`config.mk`:
```
export PLATFORM = sky130hd
export DESIGN_NAME = qrev_ram
export DESIGN_NICKNAME = d
export VERILOG_FILES = /design/src/hw/rtl/qrev_ram.sv
export SDC_FILE = /design/constraint.sdc
export NUM_CORES = 2
export LEC_CHECK = 0
export ABC_CLOCK_PERIOD_IN_PS = 4300
export BUFFER_PORTS_ARGS = -buffer_cell sky130_fd_sc_hd__buf_2
export CORE_MARGIN = 2
export CORE_UTILIZATION = 47
export DETAILED_ROUTE_END_ITERATION = 10
export PLACE_DENSITY_LB_ADDON = 0.08
export SYNTH_ARGS = -nofsm -noshare
export SYNTH_HDL_FRONTEND = slang
export SYNTH_SLANG_ARGS = --single-unit
```
`constraint.sdc`:
```
create_clock -name clk_i -period 4.3 [get_ports clk_i]
set_input_delay 0.215 -clock clk_i [delete_from_list [all_inputs] [get_ports clk_i]]
set_output_delay 0.215 -clock clk_i [all_outputs]
set_load 0.05 [all_outputs]
```
`src/hw/rtl/qrev_ram.sv`:
```
// ----------------------------------------------------------------------------
// qrev_ram
// Simple dual-port RAM: one write port, one read port with registered data.
// ----------------------------------------------------------------------------
`default_nettype none

module qrev_ram #(
  parameter int unsigned DEPTH = 128,
  parameter int unsigned WIDTH = 32,
  localparam int unsigned AW   = (DEPTH > 1) ? $clog2(DEPTH) : 1
) (
  input  wire logic             clk_i,
  input  wire logic             we_i,
  input  wire logic [AW-1:0]    waddr_i,
  input  wire logic [WIDTH-1:0] wdata_i,
  input  wire logic [AW-1:0]    raddr_i,
  output      logic [WIDTH-1:0] rdata_o
);

  logic [WIDTH-1:0] mem_q [DEPTH];

  always_ff @(posedge clk_i) begin
    if (we_i) begin
      mem_q[waddr_i] <= wdata_i;
    end
  end

  always_ff @(posedge clk_i) begin
    rdata_o <= mem_q[raddr_i];
  end

endmodule

`default_nettype wire

```
# ---- Word level (Yosys, flattened, before mapping)
# Memory sizes are Yosys's and may differ from the RTL's. A register that Yosys moved wholly into a read port is not among the register bits.
# Cells that the tools add are included.
dict set report totals {
  register_bits 0
  latch_bits 0
  ram_bits 4096
  mem_bits_ro 0
  inputBits 48
  out_inout_bits 32
  mem_count 1
}
dict set report classes {
  addsub 0
  multipliers 0
  div 0
  magnitude_cmp 0
  n_eq_ne 0
  shifts 0
  mux 2
  bitwise 0
  reduce_logical 0
}
# memory words word_bits read_ports rd_clocked_by_memory_dff wr line
set memory_table {}
lappend memory_table {mem_q 128 32 1 1 1 20} ;# logic [WIDTH-1:0] mem_q [DEPTH];
# operator n
set ops {}
lappend ops {{2-to-1 mux 1 bit} 2}

# ---- Logic depth before layout (Yosys ltp)
dict set report logic_depth {
  word_depth 2
  mapped_depth 8
}

# ---- Worst setup path before layout
# Ideal clock, no wire load.
dict set report synth_path {
  path_type {in2reg}
  from {input port we_i}
  to {memory mem_q[98][0], enable pin}
  setup_ns 0.461
  arrival_time_ns 2.993
  required_ns 3.839
  path_slack_ns 0.846
  cell_stages 3
  path_buffers 1
  cell_sequence {clkbuf_1 nand4_1 nor3_1}
}
dict set report synth_between {
  elab_chain_cells 2
}
# item line
set synth_rtl {}
lappend synth_rtl {{start, declared} 13} ;# input wire logic we_i,
lappend synth_rtl {{2-to-1 mux 1 bit} 23} ;# if (we_i) begin
lappend synth_rtl {{2-to-1 mux 1 bit (not written as such)} 24} ;# mem_q[waddr_i] <= wdata_i;
lappend synth_rtl {{end, declared} 20}
# Every way passes these cells.

# ---- Worst setup path in the final report
dict set report layout_path {
  from {input port waddr_i[2]}
  to {memory mem_q[61][6], enable pin}
}
# item line
set layout_lines {}
lappend layout_lines {{start, declared} 14} ;# input wire logic [AW-1:0] waddr_i,
# Straight into the memory's write port.

==> results.md <==
- Status: complete, no violations
- FF-to-FF setup slack: 1.63 ns
- Register area share after synthesis: 79.1%
- Antenna viol nets, final: 0
- CTS root buf: clkbuf_16
- Hold Fails Final Rpt: 0
- Unique masters post-synth: 17
- Max Cap Viol: 0
- Vias/cell: 6.33
- Largest net degree at the start of global routing: 98
- Core area: 0.331 mm^2
- WHS Endpoint: mem_q[71][7]$_DFFE_PP_
- Placer's final routability congestion estimate: 0.825
- Max_slew headroom: 18.6%
- DRT iter0 DRCs: 10081
- CP arrival: 3.54 ns
- Hold WC Path Type: in -> reg
- Clock skew: 0.0535 ns
- Area Growth Syn to Fin: 15.1%
- Die Area: 0.337 mm^2
- Total CTS buffers: 423
- First-pass GRT wire length: 612000 um
- Syn_nets: 6038
- Pwr dens: 478 mW/mm^2
- Leak: 55.3 nW
- I/O pins: 80
- Clock buffer depth: 4
- Clk_lat worst skew: 0.99 ns
- Post-Syn Area: 0.156 mm^2
- VDD IR-drop max: 0.000343 V
- Max Clock Freq: 339 MHz
- Final wirelength: 448000 um
- Final Max Tran Viols: 0
- Final-report setup violation count: 0
- Startpoint types: primary input
- RR Endpoint: rdata_o[26]$_DFF_P_
- CTS tree: yes
- Chip height: 581 um
- Site Rows: 211
- Crit Path Max Fanout: 20
- Hold WS: 0.0916 ns
- Starting Density: 47.3%
- Die W: 581 um
- Period minus WS final: 2.95 ns
- Layout cells sized above 1: 36.7%
- Clk slew on worst S/H paths: 0.06 ns
- Final #Nets: 6617
- Drt wl/cell: 39.4 um
- Clock Sinks: 4128
- Yosys warnings: 0
- Worst Hold Depth: 3
- Initial antenna violation count: 83
- PortBufs: 79
- FF+latch count, synth: 4128
- Vias post-DR: 71890
- Worst r2r src: mem_q[85][26]$_DFFE_PP_
- Gr usage total: 26.6%
- Hold Path Origin: we_i
- Avg Cell Area, Syn: 26.1 um^2
- Unrepaired setup endpoints after global routing: false
- Final TNS setup: 0 ns
- HPWL after DPL: 254000 um
- Vias in the first global route: 72086
- Tot Pwr: 86.1 mW
- GRT overflow: 0
- Drt pass-1 iters: 5
- Reg2Reg Depth: 4
- Crit path capture type: register
- Worst-Margin Slew: 1.22 ns
- Synth Instances: 5990
- Htree depth: 5
- WS Path Type: in -> reg
- Fin crit share: 68.5%
- CP Data Required Time: 4.89 ns
- DRC: 0
- Post-CTS setup buffer count: 0
## cell usage in the layout (no fill, tap or decap)
cell,Yosys,layout
buf_12,0,79
buf_2,79,40
buf_4,3,311
buf_6,2,1
buf_8,0,3
bufinv_16,0,45
clkbuf_1,182,86
clkbuf_16,0,429
clkbuf_8,0,21
clkinv_1,0,92
clkinv_16,0,3
clkinv_2,0,71
clkinv_4,0,2
clkinv_8,0,8
clkinvlp_4,0,10
dfxtp_1,32,32
diode_2,0,78
dlygate4sd3_1,0,36
edfxtp_1,4096,4096
inv_16,0,1
inv_6,0,6
mux2_2,32,32
mux4_2,1344,1344
nand2_1,14,11
nand2_2,0,3
nand2b_1,2,2
nand3_1,12,8
nand3_2,0,4
nand4_1,3,3
nor2_1,122,3
nor2_4,0,119
nor2b_1,7,7
nor3_2,0,9
or3_1,1,1
## cell families after synthesis
| kind of cell | Yosys count | share of synthesized area [%] |
|---|---|---|
| buffers and inverters | 316 | 0.839 |
| DFF | 4128 | 79.1 |
| muxes | 1376 | 19.6 |
| and+or+nand+nor | 170 | 0.446 |
## critical path, stage by stage
cell,delay (ns)
dlygate4sd3_1,0.66
buf_2,0.25
nor2b_1,0.29
nand3_2,0.74
nor2_4,0.83
buf_4,0.53
## synthesized netlist by cell type, drive strengths merged
| library cell | count | share of area (%) |
|---|---|---|
| mux2 | 32 | 0.23 |
| nor2 | 122 | 0.29 |
| nor2b | 7 | 0.028 |
| mux4 | 1344 | 19 |
| nor3 | 9 | 0.029 |
| dfxtp | 32 | 0.41 |
| nand2 | 14 | 0.034 |
| nand2b | 2 | 0.0080 |
| nand4 | 3 | 0.012 |
| buf | 134 | 0.40 |
| nand3 | 12 | 0.038 |
| edfxtp | 4096 | 79 |
| or3 | 1 | 0.0040 |
| clkbuf | 182 | 0.44 |
## what timing repair did
item | in CTS | in global routing
hold buffers | 36 | 0
gates resized for setup | 0 | 0
endpoints found under the hold margin | 1610 | 0
## flip-flops by register name, summed over array words and instances (netlist names)
| register | count |
|---|---|
| rdata_o | 32 |
| mem_q | 4096 |
## worst max path at each step
stage,depth (start not counted),slack [ns],end,start
2_1_floorplan,3,0.85,mem_q[98][0]$_DFFE_PP_,we_i
3_3_place_gp,7,0.61,rdata_o[30]$_DFF_P_,raddr_i[0]
3_5_place_dp,7,0.62,rdata_o[30]$_DFF_P_,raddr_i[0]
4_1_cts,6,1.42,mem_q[61][6]$_DFFE_PP_,waddr_i[2]
5_1_grt,6,1.20,mem_q[61][6]$_DFFE_PP_,waddr_i[2]
6_report,6,1.35,mem_q[61][6]$_DFFE_PP_,waddr_i[2]
## stage by stage
step                util, %  area (um^2)  std cells  setup slack (ns)
floorplan                 -       156000       5990             0.846
global placement       50.1       166000      10474             0.615
detailed placement     50.1       166000      10474             0.615
CTS                    54.4       180000      11284              1.42
global route           54.4       180000      11334              1.20
finish                 54.4       180000      11362              1.35
## routing by layer
| metal | up-vias | track usage (%) | wire length [um] | share of wire (%) |
|---|---|---|---|---|
| met3 | 485 | 5.52 | 40700 | 9.1 |
| met4 | 26 | 6.06 | 10400 | 2.3 |
| met5 | - | 0 | 173 | 0.039 |
| met1 | 40492 | 39.2 | 185000 | 41 |
| li1 | 27689 | - | - | - |
| met2 | 3198 | 41.5 | 212000 | 47 |
## layout make-up
class / count / area [um^2]
well taps: 4366 / 5460
fillers: 24574 / 151000
clock inverters: 238 / 2440
flip-flops and latches: 4128 / 124000
clock buffers: 536 / 11300
multi-input cells: 1546 / 32300
repair buffers: 470 / 4530
diodes: 78 / 195
## power by group
part / switching [mW] / internal (mW) / total [mW]
Sequential: 0.269 / 44.4 / 44.7
Combinational: 3.02 / 1.73 / 4.75
Clock: 15.3 / 21.3 / 36.6
Power figures use the tool's default switching activity.
