[config.mk]
export PLATFORM = sky130hd
export DESIGN_NAME = qrev_ctrl
export DESIGN_NICKNAME = d
export VERILOG_FILES = /design/src/hw/rtl/qrev_pkg.sv /design/src/hw/rtl/qrev_ctrl.sv
export SDC_FILE = /design/constraint.sdc
export NUM_CORES = 1
export LEC_CHECK = 0
export BUFFER_PORTS_ARGS = -buffer_cell sky130_fd_sc_hd__buf_2
export CAP_MARGIN = 20
export CORE_UTILIZATION = 40
export DETAILED_ROUTE_END_ITERATION = 10
export HOLD_SLACK_MARGIN = 0.1
export PLACE_DENSITY = 0.84
export SYNTH_ARGS = -nofsm -noshare
export SYNTH_HDL_FRONTEND = slang
export SYNTH_SLANG_ARGS = --single-unit
[constraint.sdc]
create_clock -name clk_i -period 5.45 [get_ports clk_i]
set_clock_uncertainty 0.05 [all_clocks]
set_input_delay 1.09 -clock clk_i [delete_from_list [all_inputs] [get_ports clk_i]]
set_output_delay 1.09 -clock clk_i [all_outputs]
set_load 0.02 [all_outputs]
[src/hw/rtl/qrev_pkg.sv]
// ----------------------------------------------------------------------------
// qrev_pkg
// Shared command, status and state codes of the linear queue with reverse.
// ----------------------------------------------------------------------------
`default_nettype none

package qrev_pkg;

  localparam int unsigned WORD_W = 32;

  typedef enum logic [1:0] {
    CMD_ENQUEUE = 2'd0,
    CMD_DEQUEUE = 2'd1,
    CMD_REVERSE = 2'd2
  } cmd_e;

  typedef enum logic [1:0] {
    ST_DONE  = 2'd0,
    ST_FULL  = 2'd1,
    ST_EMPTY = 2'd2
  } status_e;

  typedef enum logic [1:0] {
    S_IDLE,
    S_DEQ,
    S_REV_LOAD,
    S_REV_STORE
  } state_e;

  typedef struct packed {
    logic               valid;
    logic [WORD_W-1:0]  value;
    status_e            status;
  } res_t;

endpackage

`default_nettype wire

[src/hw/rtl/qrev_ctrl.sv]
// ----------------------------------------------------------------------------
// qrev_ctrl
// Queue sequencer: head/tail indices, command decode and the two-pass
// reverse copy through the scratch memory.
// ----------------------------------------------------------------------------
`default_nettype none

module qrev_ctrl #(
  parameter int unsigned QUEUE_DEPTH = 128,
  localparam int unsigned AW = (QUEUE_DEPTH > 1) ? $clog2(QUEUE_DEPTH) : 1
) (
  input  wire logic                         clk_i,
  input  wire logic                         rst_ni,
  input  wire logic                         in_valid_i,
  output      logic                         in_ready_o,
  input  wire logic [1:0]                   in_cmd_i,
  input  wire logic [qrev_pkg::WORD_W-1:0]  in_value_i,
  input  wire logic                         out_free_i,
  output      qrev_pkg::res_t               res_o,
  output      logic                         ent_we_o,
  output      logic [AW-1:0]                ent_waddr_o,
  output      logic [qrev_pkg::WORD_W-1:0]  ent_wdata_o,
  output      logic [AW-1:0]                ent_raddr_o,
  input  wire logic [qrev_pkg::WORD_W-1:0]  ent_rdata_i,
  output      logic                         scr_we_o,
  output      logic [AW-1:0]                scr_waddr_o,
  output      logic [qrev_pkg::WORD_W-1:0]  scr_wdata_o,
  output      logic [AW-1:0]                scr_raddr_o,
  input  wire logic [qrev_pkg::WORD_W-1:0]  scr_rdata_i
);

  localparam logic [AW-1:0] LAST_SLOT = AW'(QUEUE_DEPTH - 1);

  qrev_pkg::state_e state_q, state_d;
  logic [AW-1:0]    head_q, head_d;
  logic [AW-1:0]    tail_q, tail_d;
  logic             empty_q, empty_d;
  logic [AW:0]      k_q, k_d;
  logic [AW:0]      n_q, n_d;
  logic [AW:0]      k_m1;
  logic [AW:0]      n_m1;
  logic             accept;

  assign k_m1 = k_q - (AW+1)'(1);
  assign n_m1 = n_q - (AW+1)'(1);

  always_ff @(posedge clk_i or negedge rst_ni) begin
    if (!rst_ni) begin
      state_q <= qrev_pkg::S_IDLE;
      head_q  <= '0;
      tail_q  <= '0;
      empty_q <= 1'b1;
      k_q     <= '0;
      n_q     <= '0;
    end else begin
      state_q <= state_d;
      head_q  <= head_d;
      tail_q  <= tail_d;
      empty_q <= empty_d;
      k_q     <= k_d;
      n_q     <= n_d;
    end
  end

  always_comb begin
    state_d      = state_q;
    head_d       = head_q;
    tail_d       = tail_q;
    empty_d      = empty_q;
    k_d          = k_q;
    n_d          = n_q;
    res_o.valid  = 1'b0;
    res_o.value  = '0;
    res_o.status = qrev_pkg::ST_DONE;
    ent_we_o     = 1'b0;
    ent_waddr_o  = tail_q + AW'(1);
    ent_wdata_o  = in_value_i;
    ent_raddr_o  = head_q;
    scr_we_o     = 1'b0;
    scr_waddr_o  = k_m1[AW-1:0];
    scr_wdata_o  = ent_rdata_i;
    scr_raddr_o  = k_q[AW-1:0];
    in_ready_o   = (state_q == qrev_pkg::S_IDLE) && out_free_i;
    accept       = in_valid_i && in_ready_o;

    case (state_q)
      qrev_pkg::S_IDLE: begin
        if (accept) begin
          case (in_cmd_i)
            qrev_pkg::CMD_ENQUEUE: begin
              res_o.valid = 1'b1;
              if (empty_q) begin
                ent_we_o    = 1'b1;
                ent_waddr_o = '0;
                head_d      = '0;
                tail_d      = '0;
                empty_d     = 1'b0;
              end else if (tail_q == LAST_SLOT) begin
                res_o.status = qrev_pkg::ST_FULL;
              end else begin
                ent_we_o = 1'b1;
                tail_d   = tail_q + AW'(1);
              end
            end
            qrev_pkg::CMD_DEQUEUE: begin
              if (empty_q) begin
                res_o.valid  = 1'b1;
                res_o.value  = '1;
                res_o.status = qrev_pkg::ST_EMPTY;
              end else begin
                state_d = qrev_pkg::S_DEQ;
                if (head_q >= tail_q) begin
                  head_d  = '0;
                  tail_d  = '0;
                  empty_d = 1'b1;
                end else begin
                  head_d = head_q + AW'(1);
                end
              end
            end
            qrev_pkg::CMD_REVERSE: begin
              if (empty_q) begin
                res_o.valid = 1'b1;
              end else begin
                n_d     = {1'b0, tail_q} - {1'b0, head_q} + (AW+1)'(1);
                k_d     = '0;
                state_d = qrev_pkg::S_REV_LOAD;
              end
            end
            default: begin
              res_o.valid = 1'b1;
            end
          endcase
        end
      end
      qrev_pkg::S_DEQ: begin
        res_o.valid = 1'b1;
        res_o.value = ent_rdata_i;
        state_d     = qrev_pkg::S_IDLE;
      end
      qrev_pkg::S_REV_LOAD: begin
        // read entries from the tail down, store them front to back
        ent_raddr_o = tail_q - k_q[AW-1:0];
        scr_we_o    = (k_q != '0);
        if (k_q == n_q) begin
          k_d     = '0;
          state_d = qrev_pkg::S_REV_STORE;
        end else begin
          k_d = k_q + (AW+1)'(1);
        end
      end
      qrev_pkg::S_REV_STORE: begin
        ent_we_o    = (k_q != '0);
        ent_waddr_o = k_m1[AW-1:0];
        ent_wdata_o = scr_rdata_i;
        if (k_q == n_q) begin
          head_d      = '0;
          tail_d      = n_m1[AW-1:0];
          k_d         = '0;
          res_o.valid = 1'b1;
          state_d     = qrev_pkg::S_IDLE;
        end else begin
          k_d = k_q + (AW+1)'(1);
        end
      end
      default: begin
        state_d = qrev_pkg::S_IDLE;
      end
    endcase
  end

endmodule

`default_nettype wire

### After elaboration in Yosys (flattened, before gate mapping)

Cells that the tools add are included.

| storage, ports and cells | value |
|---|---|
| register bits | 33 |
| bits in latches | 0 |
| RAM bits | 0 |
| ROM bits | 0 |
| output and inout bits | 130 |
| memories | 0 |

| cells by class | value |
|---|---|
| add/subtract/negate cells | 8 |
| multiply operators | 0 |
| divide/modulo/power cells | 0 |
| magnitude comparators | 1 |
| eq/ne operators | 19 |
| shifts and indexed selects | 0 |
| multiplexer cells | 54 |
| bitwise gates (word level) | 1 |
| reduce and logical (&&, ||, !) cells | 15 |

Operators with widths:

| cell | number |
|---|---|
| $mux 7 | 15 |
| $mux 35 | 2 |
| $pmux 7 s2 | 5 |
| $mux 32 | 2 |
| $pmux 32 s2 | 1 |
| $mux 8 | 4 |
| $add 8x1->8 const B | 2 |
| $pmux 8 s2 | 1 |
| $add 7x1->7 const B | 2 |
| $sub 7x1->7 const B | 2 |
| $mux 2 | 6 |
| $ne 3x3->1 const B | 4 |
| $reduce_and 6->1 | 2 |
| $mux 1 | 11 |
| $eq 8x8->1 | 1 |
| $ne 2x2->1 const B | 4 |
| $pmux 2 s2 | 2 |
| $pmux 2 s4 | 1 |
| $reduce_and 4->1 | 2 |
| $reduce_bool 8->1 | 1 |
| $sub 7x7->8 | 1 |
| $eq 7x7->1 const B | 1 |
| $ge 7x7->1 | 1 |
| $reduce_and 7->1 | 1 |
| other kinds (14) | 24 |

### Logic depth before layout (Yosys ltp)

Gate-level depths: netlist of the first run.

| logic depth | value |
|---|---|
| depth after elaboration | 6 |
| mapped depth | 11 |
| gate-level depth less buffers | 11 |

### Worst setup path before layout of the first run

OpenSTA, ideal clock, no wires.

| timing path | value |
|---|---|
| kind | input to output |
| start point | in in_cmd_i[1] |
| end point | out res_o[26] (netlist name) |
| data arrival time | 2.454 ns |
| data required time | 4.310 ns |
| path slack | 1.856 ns |
| stages | 6 |
| buffers on the path | 2 |
| cells stage by stage | inv_1 ha_1 and3_2 clkbuf_1 clkbuf_1 a21o_1 |

RTL lines:

| item | line | RTL |
|---|---|---|
| start: declaration | qrev_ctrl.sv:16 | `input wire logic [1:0] in_cmd_i,` |
| end: declaration | qrev_ctrl.sv:19 | `output qrev_pkg::res_t res_o,` |

### Worst setup path after layout of the first run

| timing path | value |
|---|---|
| start point | reg tail_q[0] |
| end point | out ent_raddr_o[4] |

| on the way | value |
|---|---|
| cells in the longest elaborated chain, start to end | 2 |

Ends and longest elaborated chain:

| item | line | RTL |
|---|---|---|
| start: declaration | qrev_ctrl.sv:36 | `logic [AW-1:0] tail_q, tail_d;` |
| start signal: assignment | qrev_ctrl.sv:58 | `tail_q <= tail_d;` |
| $sub 7x7->7 | qrev_ctrl.sv:143 | `ent_raddr_o = tail_q - k_q[AW-1:0];` |
| $mux 7 | qrev_ctrl.sv:86 | `case (state_q)` |
| end: declaration | qrev_ctrl.sv:23 | `output logic [AW-1:0] ent_raddr_o,` |

Every way passes these cells.

==> summary.txt, run 1 <==
Run status
  – Status: complete, no violations

Power
  – P_leak: between 2 and 3 nW
  – Comb pwr share: about three quarters
  – Internal power: between 0.001 and 0.0015 W
  – Clock power frac: under 10%
  – Switching Fraction: between 50% and 60%
  – Switch Pwr: approximately 0.0016 W
  – Pwr Density: ~600 mW/mm²
  – VDD IR-drop max: around 0.26 mV
  – Reg power frac: approximately 15%

Logic synthesis
  – Synth top area share: between 15 and 20%
  – Area contributors post-synth: dfrtp_1 20%, ha_1 12%, mux2_2 12%
  – Post-synthesis async set-or-reset flop share: 100.0%
  – Post-Syn Area per Cell: ~8.3 µm²
  – Top_reg_cell synth: dfrtp_1
  – Post-synthesis cell count: between 400 and 500
  – Unique cell type count in the Yosys netlist: 50
  – Area leader, netlist: dfrtp_1
  – Mapped cell area: approximately 0.004 mm²
  – FF+latch count, synth: 33
  – Register area share after synthesis: around a fifth
  – Post-synth EDFFs: 0
  – Synth warnings: 0
  – Synth Net Count: roughly 630

CTS
  – Clock transition at path regs: ~0.07 ns
  – Hold-fix buffers at CTS: 0
  – Max clock buf depth: 2
  – H-Tree Depth: 2
  – Post-CTS setup buffer count: 0
  – Root Buffer: clkbuf_8
  – Clock Latency Late Sink: ~0.29 ns
  – Clock sinks: 33
  – Total CTS buffers: 5
  – CTS tree: built
  – Post-CTS sizing: 0

Timing
  – Fmax: around 260 MHz
  – Fin crit share: 70.03%
  – Final hold violations: 0
  – Max-slew headroom: 41.06%
  – Max Transition Viols Final: 0
  – Worst-Margin Slew: between 0.8 and 0.9 ns
  – Final setup fails: 0
  – Post-layout min period: 3.816 ns
  – TNS Setup: 0 ns
  – RSZ-0062 raised after global routing: false

Critical path
  – Crit path depth: 9
  – Worst EP arrival: about 2.7 ns
  – CP Buf/Inv Count: 2
  – WS Path Type: reg2out
  – Crit path max-delay family: simple AND/OR/NAND/NOR gates
  – Worst Path Max Fanout: 8
  – CP Capture Type: primary output
  – Startpoint Class: flip-flop
  – CP Cell Sequence: inv_1 -> ha_1 -> fa_1 -> nor2b_1 -> o21a_1 -> nor3_1 -> or3b_2 -> o21ai_0 -> buf_2
  – R2R cell count: 8
  – Crit-path slowest cell: dfrtp_1
  – CP max stage delay: approximately 0.54 ns
  – Required @ worst endpoint: roughly 4.3 ns

Job
  – Max Cap Viol: 0

Global routing
  – Global-route wire length before repair: roughly 22,000 µm
  – Total track usage: 28.95%
  – Grt ovf: 0
  – Vias in the first global route: 3,831
  – Largest net degree at the start of global routing: between 40 and 50
  – Antenna violations before repair: 5

Route
  – Met1 wire length: just under 6000 µm
  – Drt drc: 0
  – Max layer used: met4
  – Drt pass-1 iters: 5
  – Metal2 WL: about 7500 µm
  – Met3 wire length: 1227 µm
  – Initial drt markers: between 150 and 200
  – Detailed Route WL: 15,700 µm
  – Vias/cell: between 5 and 6
  – Via count: 4,342
  – Routed wire per std cell: between 15 and 20 µm
  – Number of nets still failing antenna checks after routing: 0

Placed design
  – Cell Area, Placed: ~0.005 mm²
  – Detailed Place HPWL: 13,120 µm
  – Port bufs: around 230
  – Gpl congestion: around 1.0
  – Placed Instances: a little under 800

Die
  – FP Rows: 36
  – Die X: slightly above 100 µm
  – Num ports: about 230
  – Initial core utilization: between 40% and 50%
  – Core ar.: roughly 0.0098 mm²
  – Die Height: 102.3 µm
  – DIE AREA: between 0.01 and 0.015 mm²

Worst hold path
  – Number of cells on the worst hold path: 2
  – Worst hold path class: reg2reg

Final layout
  – Layout Cells excl Fill: 800
  – Share of cells above drive strength 1: between 40% and 50%
  – Final net count: between 800 and 900
  – Post-route cell area: between 0.005 and 0.006 mm²
  – Area Overhead vs Synth: 26.86%
==> state kept, by name (all words and copies together) (netlist names) <==
signal   cells
empty_q      1
head_q       7
k_q          8
n_q          8
state_q      2
tail_q       7
==> cells by family (layout without fill, tap and decap cells) <==
group / count (synthesis) / after routing / synth area share, %
compound gates: 120 / 120 / 19.34
simple gates: 117 / 117 / 14.95
buf+inv: 99 / 276 / 13.37
mux: 44 / 44 / 12.25
fa+ha+maj: 40 / 40 / 12.81
flops: 33 / 33 / 20.55
xor+xnor: 31 / 31 / 6.745
other cells: 0 / 6 / 0
==> metal layers <==
metal  GRT usage, %  vias up
met2          46.98      232
met1          32.63     2045
met3          6.840       49
li1               -     2016
met4          23.08        0
met5              0        -
==> worst reg2reg max path, stage by stage (launching register included) <==
cell and delay [ns]:
dfrtp_1 0.43, inv_1 0.12, ha_1 0.42, and3_1 0.32
nand3b_1 0.42, o21a_1 0.31, nor2_1 0.36, nand4_1 0.13
o21ai_0 0.16
==> cells in the mapped netlist (4+ instances only) <==
cell type / count
o21ai_0: 37
nor3_1: 17
nand3_1: 12
and3_1: 4
buf_2: 4
o22ai_1: 11
dfrtp_1: 32
a21o_1: 34
xnor2_1: 27
mux2_2: 42
a21oi_1: 18
nand2_1: 32
nand2b_1: 9
o21bai_1: 4
inv_1: 35
buf_4: 39
ha_1: 38
nand4_1: 7
nor2_1: 15
clkbuf_1: 15
xor2_1: 4
==> path summary, 6_finish.rpt <==
path                                 start        endpoint  slack, ns
worst max-delay path             tail_q[0]  ent_raddr_o[4]       1.63
worst min-delay path                n_q[7]          n_q[7]       0.48
worst max register to register  state_q[0]          k_q[7]       2.65
worst min register to register      n_q[7]          n_q[7]       0.48
max in group asynchronous           rst_ni          n_q[4]       4.02
min in group asynchronous           rst_ni          k_q[1]       0.83
==> cell usage in the layout (no fill, tap or decap), drive strengths merged, types with 3 or more instances in the layout <==
cell | netlist | routed
nor2 | 15 | 15
nand3 | 12 | 12
mux2 | 42 | 42
xor2 | 4 | 4
nand2 | 32 | 32
diode | 0 | 6
nand4 | 7 | 7
or2b | 3 | 3
o21a | 3 | 3
buf | 48 | 232
or3 | 4 | 4
o21bai | 4 | 4
o21ai | 37 | 37
clkbuf | 15 | 7
ha | 38 | 38
o22ai | 11 | 11
nand2b | 9 | 9
and3 | 5 | 5
nor3 | 17 | 17
inv | 35 | 35
a21o | 34 | 34
a221oi | 3 | 3
nand3b | 3 | 3
xnor2 | 27 | 27
a21oi | 18 | 18
dfrtp | 32 | 32
==> power groups by stage <==
stage / registers (W) / logic, W / clock network (W)
after floorplan: 0.000398 / 0.00166 / 0
after global placement: 0.000436 / 0.00218 / 0
after detailed placement: 0.000440 / 0.00222 / 0
after CTS: 0.000435 / 0.00224 / 0.000255
after global routing: 0.000452 / 0.00248 / 0.000265
final: 0.000439 / 0.00229 / 0.000250
==> layout make-up <==
class                   count  area [µm²]
diodes                      6       15.01
clock buffers               7       86.33
clock inverters             1       30.03
fillers                   967        4668
inverters                  36       135.1
multi-input cells         352        2663
flip-flops and latches     33       827.0
well taps                 133       166.4
repair buffers            232        1184
==> stage by stage <==
step / util (%) / total power, W / hold WS, ns / worst slack, ns
after detailed placement: 50.61 / 0.002661 / 0.4594 / 1.697
after global placement: 50.61 / 0.002620 / 0.4407 / 1.718
after global routing: 52.21 / 0.003199 / 0.5322 / 1.550
final: 52.24 / 0.002976 / 0.4811 / 1.634
after floorplan: - / 0.002056 / 0.4202 / 1.856
after CTS: 51.80 / 0.002929 / 0.4747 / 1.687
No activity file was read; power rests on OpenSTA's default activity.
==> inputs of run 2 (changes only) <==
--- a/config.mk
+++ b/config.mk
@@ -5,12 +5,13 @@
 export SDC_FILE = /design/constraint.sdc
 export NUM_CORES = 1
 export LEC_CHECK = 0
+export ABC_AREA = 1
 export BUFFER_PORTS_ARGS = -buffer_cell sky130_fd_sc_hd__buf_2
 export CAP_MARGIN = 20
 export CORE_UTILIZATION = 40
 export DETAILED_ROUTE_END_ITERATION = 10
 export HOLD_SLACK_MARGIN = 0.1
-export PLACE_DENSITY = 0.84
+export PLACE_DENSITY = 0.83
 export SYNTH_ARGS = -nofsm -noshare
 export SYNTH_HDL_FRONTEND = slang
 export SYNTH_SLANG_ARGS = --single-unit
==> constraint.sdc (replaced) <==
create_clock -name clk_i -period 3.6 [get_ports clk_i]
set_clock_uncertainty 0.05 [all_clocks]
set_input_delay 0.72 -clock clk_i [delete_from_list [all_inputs] [get_ports clk_i]]
set_output_delay 0.72 -clock clk_i [all_outputs]
set_load 0.02 [all_outputs]
==> run 2 against run 1 <==
  * Non-clock buffer count grew 4
  * Die area rose by 8.3%
  * Via count rose by 19%
  * Sequential power grew 31%
  * Wire length rose by 2.4%
==> summary.txt, run 2 <==
Die
  – Core ar.: around 0.010 mm²
  – Initial core utilization: between 40% and 50%
  – Die Height: between 100 and 150 µm
  – Die X: approximately 110 µm
  – DIE AREA: roughly 0.011 mm²
  – FP Rows: 37
  – Num ports: about 230

Critical path
  – FF-to-FF End: n_q[5]
  – WS Path Type: reg2out
  – Worst Path Max Fanout: 12
  – CP Cell Sequence: inv_1 -> ha_1 -> nand2_1 -> inv_2 -> nand2_2 -> nor2_1 -> nand3_1 -> o21ai_1 -> o22ai_1 -> buf_2
  – Worst R2R Setup Slack: 1.27 ns
  – Worst r2r src: state_q[0]
  – Startpoint Class: flip-flop
  – Crit-path slowest cell: dfrtp_1
  – R2R cell count: 9
  – Crit path from: state_q[0]
  – Worst EP arrival: between 2 and 2.5 ns
  – Crit path max-delay family: compound AO/OA/AOI/OAI gates
  – CP Buf/Inv Count: 3
  – Required @ worst endpoint: about 2.8 ns
  – CP Capture Type: primary output
  – CP max stage delay: between 0.4 and 0.5 ns

CTS
  – Max clock buf depth: 2
  – H-Tree Depth: 2
  – Post-CTS sizing: 0
  – Clock transition at path regs: ~0.070 ns
  – Root Buffer: clkbuf_8
  – Total CTS buffers: 5
  – CTS tree: built
  – Hold-fix buffers at CTS: 0
  – Clock Latency Late Sink: 0.30 ns
  – Clock sinks: 33
  – Post-CTS setup buffer count: 0

Timing
  – Worst-Margin Slew: roughly 0.81 ns
  – Max-slew headroom: about 46%
  – RSZ-0062 raised after global routing: false
  – Fin crit share: about 90%
  – Final hold violations: 0
  – TNS Setup: 0 ns
  – Final setup fails: 0
  – Post-layout min period: ~3.3 ns
  – Hold slack: 0.4451 ns
  – Max Transition Viols Final: 0
  – Fmax: approximately 310 MHz

Route
  – Drt drc: 0
  – Drt pass-1 iters: 7
  – Number of nets still failing antenna checks after routing: 0
  – Initial drt markers: roughly 400
  – Routed wire per std cell: approximately 16 µm
  – Vias/cell: between 5 and 6
  – Detailed Route WL: between 15,000 and 20,000 µm
  – Via count: between 5,000 and 6,000

Worst hold path
  – Worst hold path class: in2async

Final layout
  – Ant diodes: 0
  – Largest regs: k_q (8), n_q (8)
  – Share of cells above drive strength 1: between 30% and 40%
  – Most frequent cells in the layout: 277 x nand2_1, 231 x buf_2, 65 x inv_1
  – Number of fill cells in the layout: between 1,000 and 1,500
  – Area Overhead vs Synth: 24.51%
  – Final net count: about 1,000
  – Commonest non-fill, non-tap cell in the layout: nand2_1
  – Post-route cell area: approximately 0.0054 mm²

Logic synthesis
  – Synth cell count leaders: 277 x nand2_1, 65 x inv_1, 41 x buf_4
  – Synth Net Count: 840
  – Synth warnings: 0
  – Area contributors post-synth: nand2_1 24%, dfrtp_1 18%, ha_1 11%
  – Post-synthesis async set-or-reset flop share: 100.0%
  – Synth top area share: a little under a quarter
  – Area leader, netlist: nand2_1
  – Register area share after synthesis: between 10% and 20%
  – Post-synth EDFFs: 0
  – FF+latch count, synth: 33
  – Mapped cell area: 0.004364 mm²
  – Post-Syn Area per Cell: around 6.3 µm²
  – Most frequent cell after synthesis: nand2_1
  – Top_reg_cell synth: dfrtp_1
  – Post-synthesis cell count: about 700
  – Unique cell type count in the Yosys netlist: 42

Global routing
  – Grt ovf: 0
  – Total track usage: 27.25%
  – Vias in the first global route: 4,497
  – Antenna violations before repair: 0
  – Global-route wire length before repair: roughly 24,000 µm
  – Largest net degree at the start of global routing: 38

Power
  – VDD IR-drop max: 0.4890 mV
  – Pwr Density: 630.3 mW/mm²
  – P_leak: roughly 3.3 nW

Placed design
  – Gpl congestion: 0.9523
  – Detailed Place HPWL: about 13,000 µm
  – Port bufs: 231
  – Cell Area, Placed: around 0.0053 mm²

Run status
  – Status: complete, no violations

Job
  – Max Cap Viol: 0
[run 2: changes by cell type after synthesis, moves of 13 or more]
cell / before / now
a21o_1: 34 / 2
inv_1: 35 / 65
mux2_2: 42 / 0
nand2_1: 32 / 277
nand3_1: 12 / 30
nor2_1: 15 / 28
xnor2_1: 27 / 5
[run 2: routing by layer]
metal,up-vias,track usage [%],routed length [µm]
met5,-,0,0
met1,2335,33.74,6451
met2,280,40.12,6759
met4,0,6.556,203
li1,2534,-,-
met3,20,16.19,2656
[run 2: kinds of logic after synthesis]
| family | after synthesis | synth area share (%) |
|---|---|---|
| flops | 33 | 18.95 |
| fa+ha+maj | 40 | 11.81 |
| compound gates | 82 | 10.58 |
| buf+inv | 138 | 15.94 |
| simple gates | 384 | 38.50 |
| xor+xnor | 21 | 4.214 |
[run 2: per-stage QoR]
step	worst slack (ns)	cells	total power (W)	util, %
final	0.3370	1016	0.003425	51.94
after global placement	0.6985	1008	0.002991	50.83
after floorplan	0.9327	698	0.002361	-
after CTS	0.3591	1016	0.003402	51.94
after global routing	0.1521	1016	0.003678	51.94
after detailed placement	0.6804	1008	0.003019	50.83
[run 2: how the worst max path moves through the flow]
stage / end / slack [ns] / cells after the start
finish: ent_waddr_o[5] / 0.34 / 10
global route: ent_waddr_o[5] / 0.15 / 10
global placement: ent_waddr_o[5] / 0.70 / 9
CTS: ent_waddr_o[4] / 0.36 / 10
floorplan: res_o[10] / 0.93 / 9
detailed placement: ent_waddr_o[4] / 0.68 / 9
[run 2: layout make-up]
| cell class | instances | area [µm²] | area share (%) |
|---|---|---|---|
| well taps | 136 | 170.2 | 3.131 |
| flip-flops and latches | 33 | 827.0 | 15.22 |
| inverters | 76 | 285.3 | 5.250 |
| repair buffers | 236 | 1194 | 21.97 |
| clock buffers | 7 | 86.33 | 1.589 |
| multi-input cells | 527 | 2841 | 52.29 |
| clock inverters | 1 | 30.03 | 0.5526 |
[run 2: power by group]
part	internal, W	switching [W]
Sequential	0.000454	0.000121
Combinational	0.000812	0.00166
Clock	0.000226	0.000151
==> inputs of run 3 (changes only) <==
--- a/config.mk
+++ b/config.mk
@@ -12,6 +12,8 @@
 export DETAILED_ROUTE_END_ITERATION = 10
 export HOLD_SLACK_MARGIN = 0.1
 export PLACE_DENSITY = 0.83
+export RECOVER_POWER = 50
+export SLEW_MARGIN = 20
 export SYNTH_ARGS = -nofsm -noshare
 export SYNTH_HDL_FRONTEND = slang
 export SYNTH_SLANG_ARGS = --single-unit
==> run 3 against run 2 <==
  * The flow now finishes with violations (capacitance limit, slew limit)
  * Flip-flop and latch count is the same
  * Worst hold slack gained 0.079 ns
  * Core utilization shrank 0.84 points
  * Critical path type unchanged
  * Largest cell class unchanged
  * Largest power group unchanged
  * Highest routed layer unchanged
==> summary.txt, run 3 (synthesis results as in run 2) <==
Job
  – Max Cap Viol: 1

Final layout
  – Number of fill cells in the layout: around 1,100
  – Largest regs: k_q (8), n_q (8)
  – Area Overhead vs Synth: 22.51%
  – Ant diodes: 0
  – Most frequent cells in the layout: 277 x nand2_1, 190 x buf_2, 68 x inv_1
  – Commonest non-fill, non-tap cell in the layout: nand2_1
  – Share of cells above drive strength 1: a little over a quarter
  – Layout Cells excl Fill: approximately 1,000
  – Final net count: roughly 1,000

CTS
  – Clock sinks: 33
  – Hold-fix buffers at CTS: 0
  – Post-CTS setup buffer count: 0
  – Max clock buf depth: 2
  – Root Buffer: clkbuf_8
  – Total CTS buffers: 5
  – Post-CTS sizing: 0
  – CTS tree: built
  – Clock Latency Late Sink: approximately 0.29 ns
  – H-Tree Depth: 2
  – Clock transition at path regs: roughly 0.07 ns

Global routing
  – Antenna violations before repair: 0
  – Total track usage: between 20% and 30%
  – Largest net degree at the start of global routing: 38
  – Vias in the first global route: ~4,500
  – Global-route wire length before repair: approximately 24,000 µm
  – Grt ovf: 0

Worst hold path
  – Worst hold path class: reg2reg

Timing
  – Final hold violations: 0
  – Setup ws final: 0.3485 ns
  – Max-slew headroom: -30.30%
  – Final setup fails: 0
  – Fmax: between 300 and 400 MHz
  – Post-layout min period: around 3.3 ns
  – Max Transition Viols Final: 34
  – TNS Setup: 0 ns
  – RSZ-0062 raised after global routing: false
  – Worst-Margin Slew: 1.954 ns
  – Fin crit share: between 90% and 100%

Placed design
  – Pre-CTS setup slack: slightly below 0.7 ns
  – Detailed Place HPWL: ~13,000 µm
  – Placed Instances: roughly 1,000
  – Gpl congestion: between 0.9 and 1
  – Port bufs: 231

Route
  – Detailed Route WL: roughly 16,000 µm
  – Number of nets still failing antenna checks after routing: 0
  – Vias/cell: slightly above 5
  – Routed wire per std cell: about 16 µm
  – Initial drt markers: approximately 420
  – Drt pass-1 iters: 5
  – Via count: just over 5,000
  – Drt drc: 0

Critical path
  – Worst EP arrival: 2.48 ns
  – CP Capture Type: primary output
  – Worst Path Max Fanout: 12
  – Required @ worst endpoint: roughly 2.8 ns
  – WS Path Type: reg2out
  – Startpoint Class: flip-flop

Die
  – DIE AREA: approximately 0.011 mm²
  – Die X: ~110 µm
  – Die Height: between 100 and 150 µm
  – FP Rows: 37
  – Num ports: around 230
  – Initial core utilization: about two fifths
  – Core ar.: approximately 0.010 mm²

Run status
  – Failing checks: capacitance limit, slew limit
  – Status: complete, but fails checks

Power
  – Pwr Density: approximately 630 mW/mm²
  – VDD IR-drop max: between 0.4 and 0.5 mV
  – PnR Total Power: 0.003357 W
  – P_leak: between 3 and 4 nW
-- run 3: routing by layer --
layer / up-vias / track usage (%) / wire length, µm
met5: - / 0 / 0
met4: 0 / 6.556 / 223
met3: 20 / 16.19 / 2682
met2: 271 / 40.12 / 6709
met1: 2337 / 33.74 / 6405
li1: 2537 / - / -
-- run 3: area by class of cell --
type                    count  area [µm²]  share of cell area, %
clock buffers               7       86.33                  1.615
clock inverters             1       30.03                 0.5617
inverters                  76       285.3                  5.336
multi-input cells         527        2805                  52.47
flip-flops and latches     33       827.0                  15.47
well taps                 136       170.2                  3.183
repair buffers            236        1142                  21.37
-- run 3: worst max-delay path, stage by stage (launching register included) --
cell,delay [ns]
dfrtp_1,0.41
inv_1,0.11
ha_1,0.38
nand2_1,0.09
inv_1,0.09
nand2_2,0.12
nor2_1,0.18
nand3_1,0.10
o21ai_1,0.36
o22ai_1,0.17
buf_2,0.19
-- run 3: worst paths after layout --
check / end / slack (ns) / cells past startpoint / start
worst max-delay path: ent_waddr_o[5] / 0.35 / 10 / state_q[0]
worst min-delay path: n_q[4] / 0.52 / 2 / n_q[4]
max in group asynchronous: head_q[5] / 1.45 / 1 / rst_ni
worst max register to register: tail_q[6] / 0.83 / 10 / head_q[2]
min in group asynchronous: n_q[5] / 0.91 / 1 / rst_ni
worst min register to register: n_q[4] / 0.52 / 2 / n_q[4]
-- run 3: where the power goes --
part | leakage (nW) | internal (W) | switching [W]
clock | 0.0585 | 0.000226 | 0.000148
sequential | 0.427 | 0.000454 | 0.000122
combinational | 2.67 | 0.000785 | 0.00162
-- run 3: through the flow --
stage / hold slack, ns / instance area, µm² / utilization, %
6_report: 0.5240 / 5346 / 51.10
5_1_grt: 0.5442 / 5346 / 51.10
4_1_cts: 0.4930 / 5434 / 51.94
3_5_place_dp: 0.5083 / 5318 / 50.83
3_3_place_gp: 0.4792 / 5318 / 50.83
2_1_floorplan: 0.3744 / 4364 / -
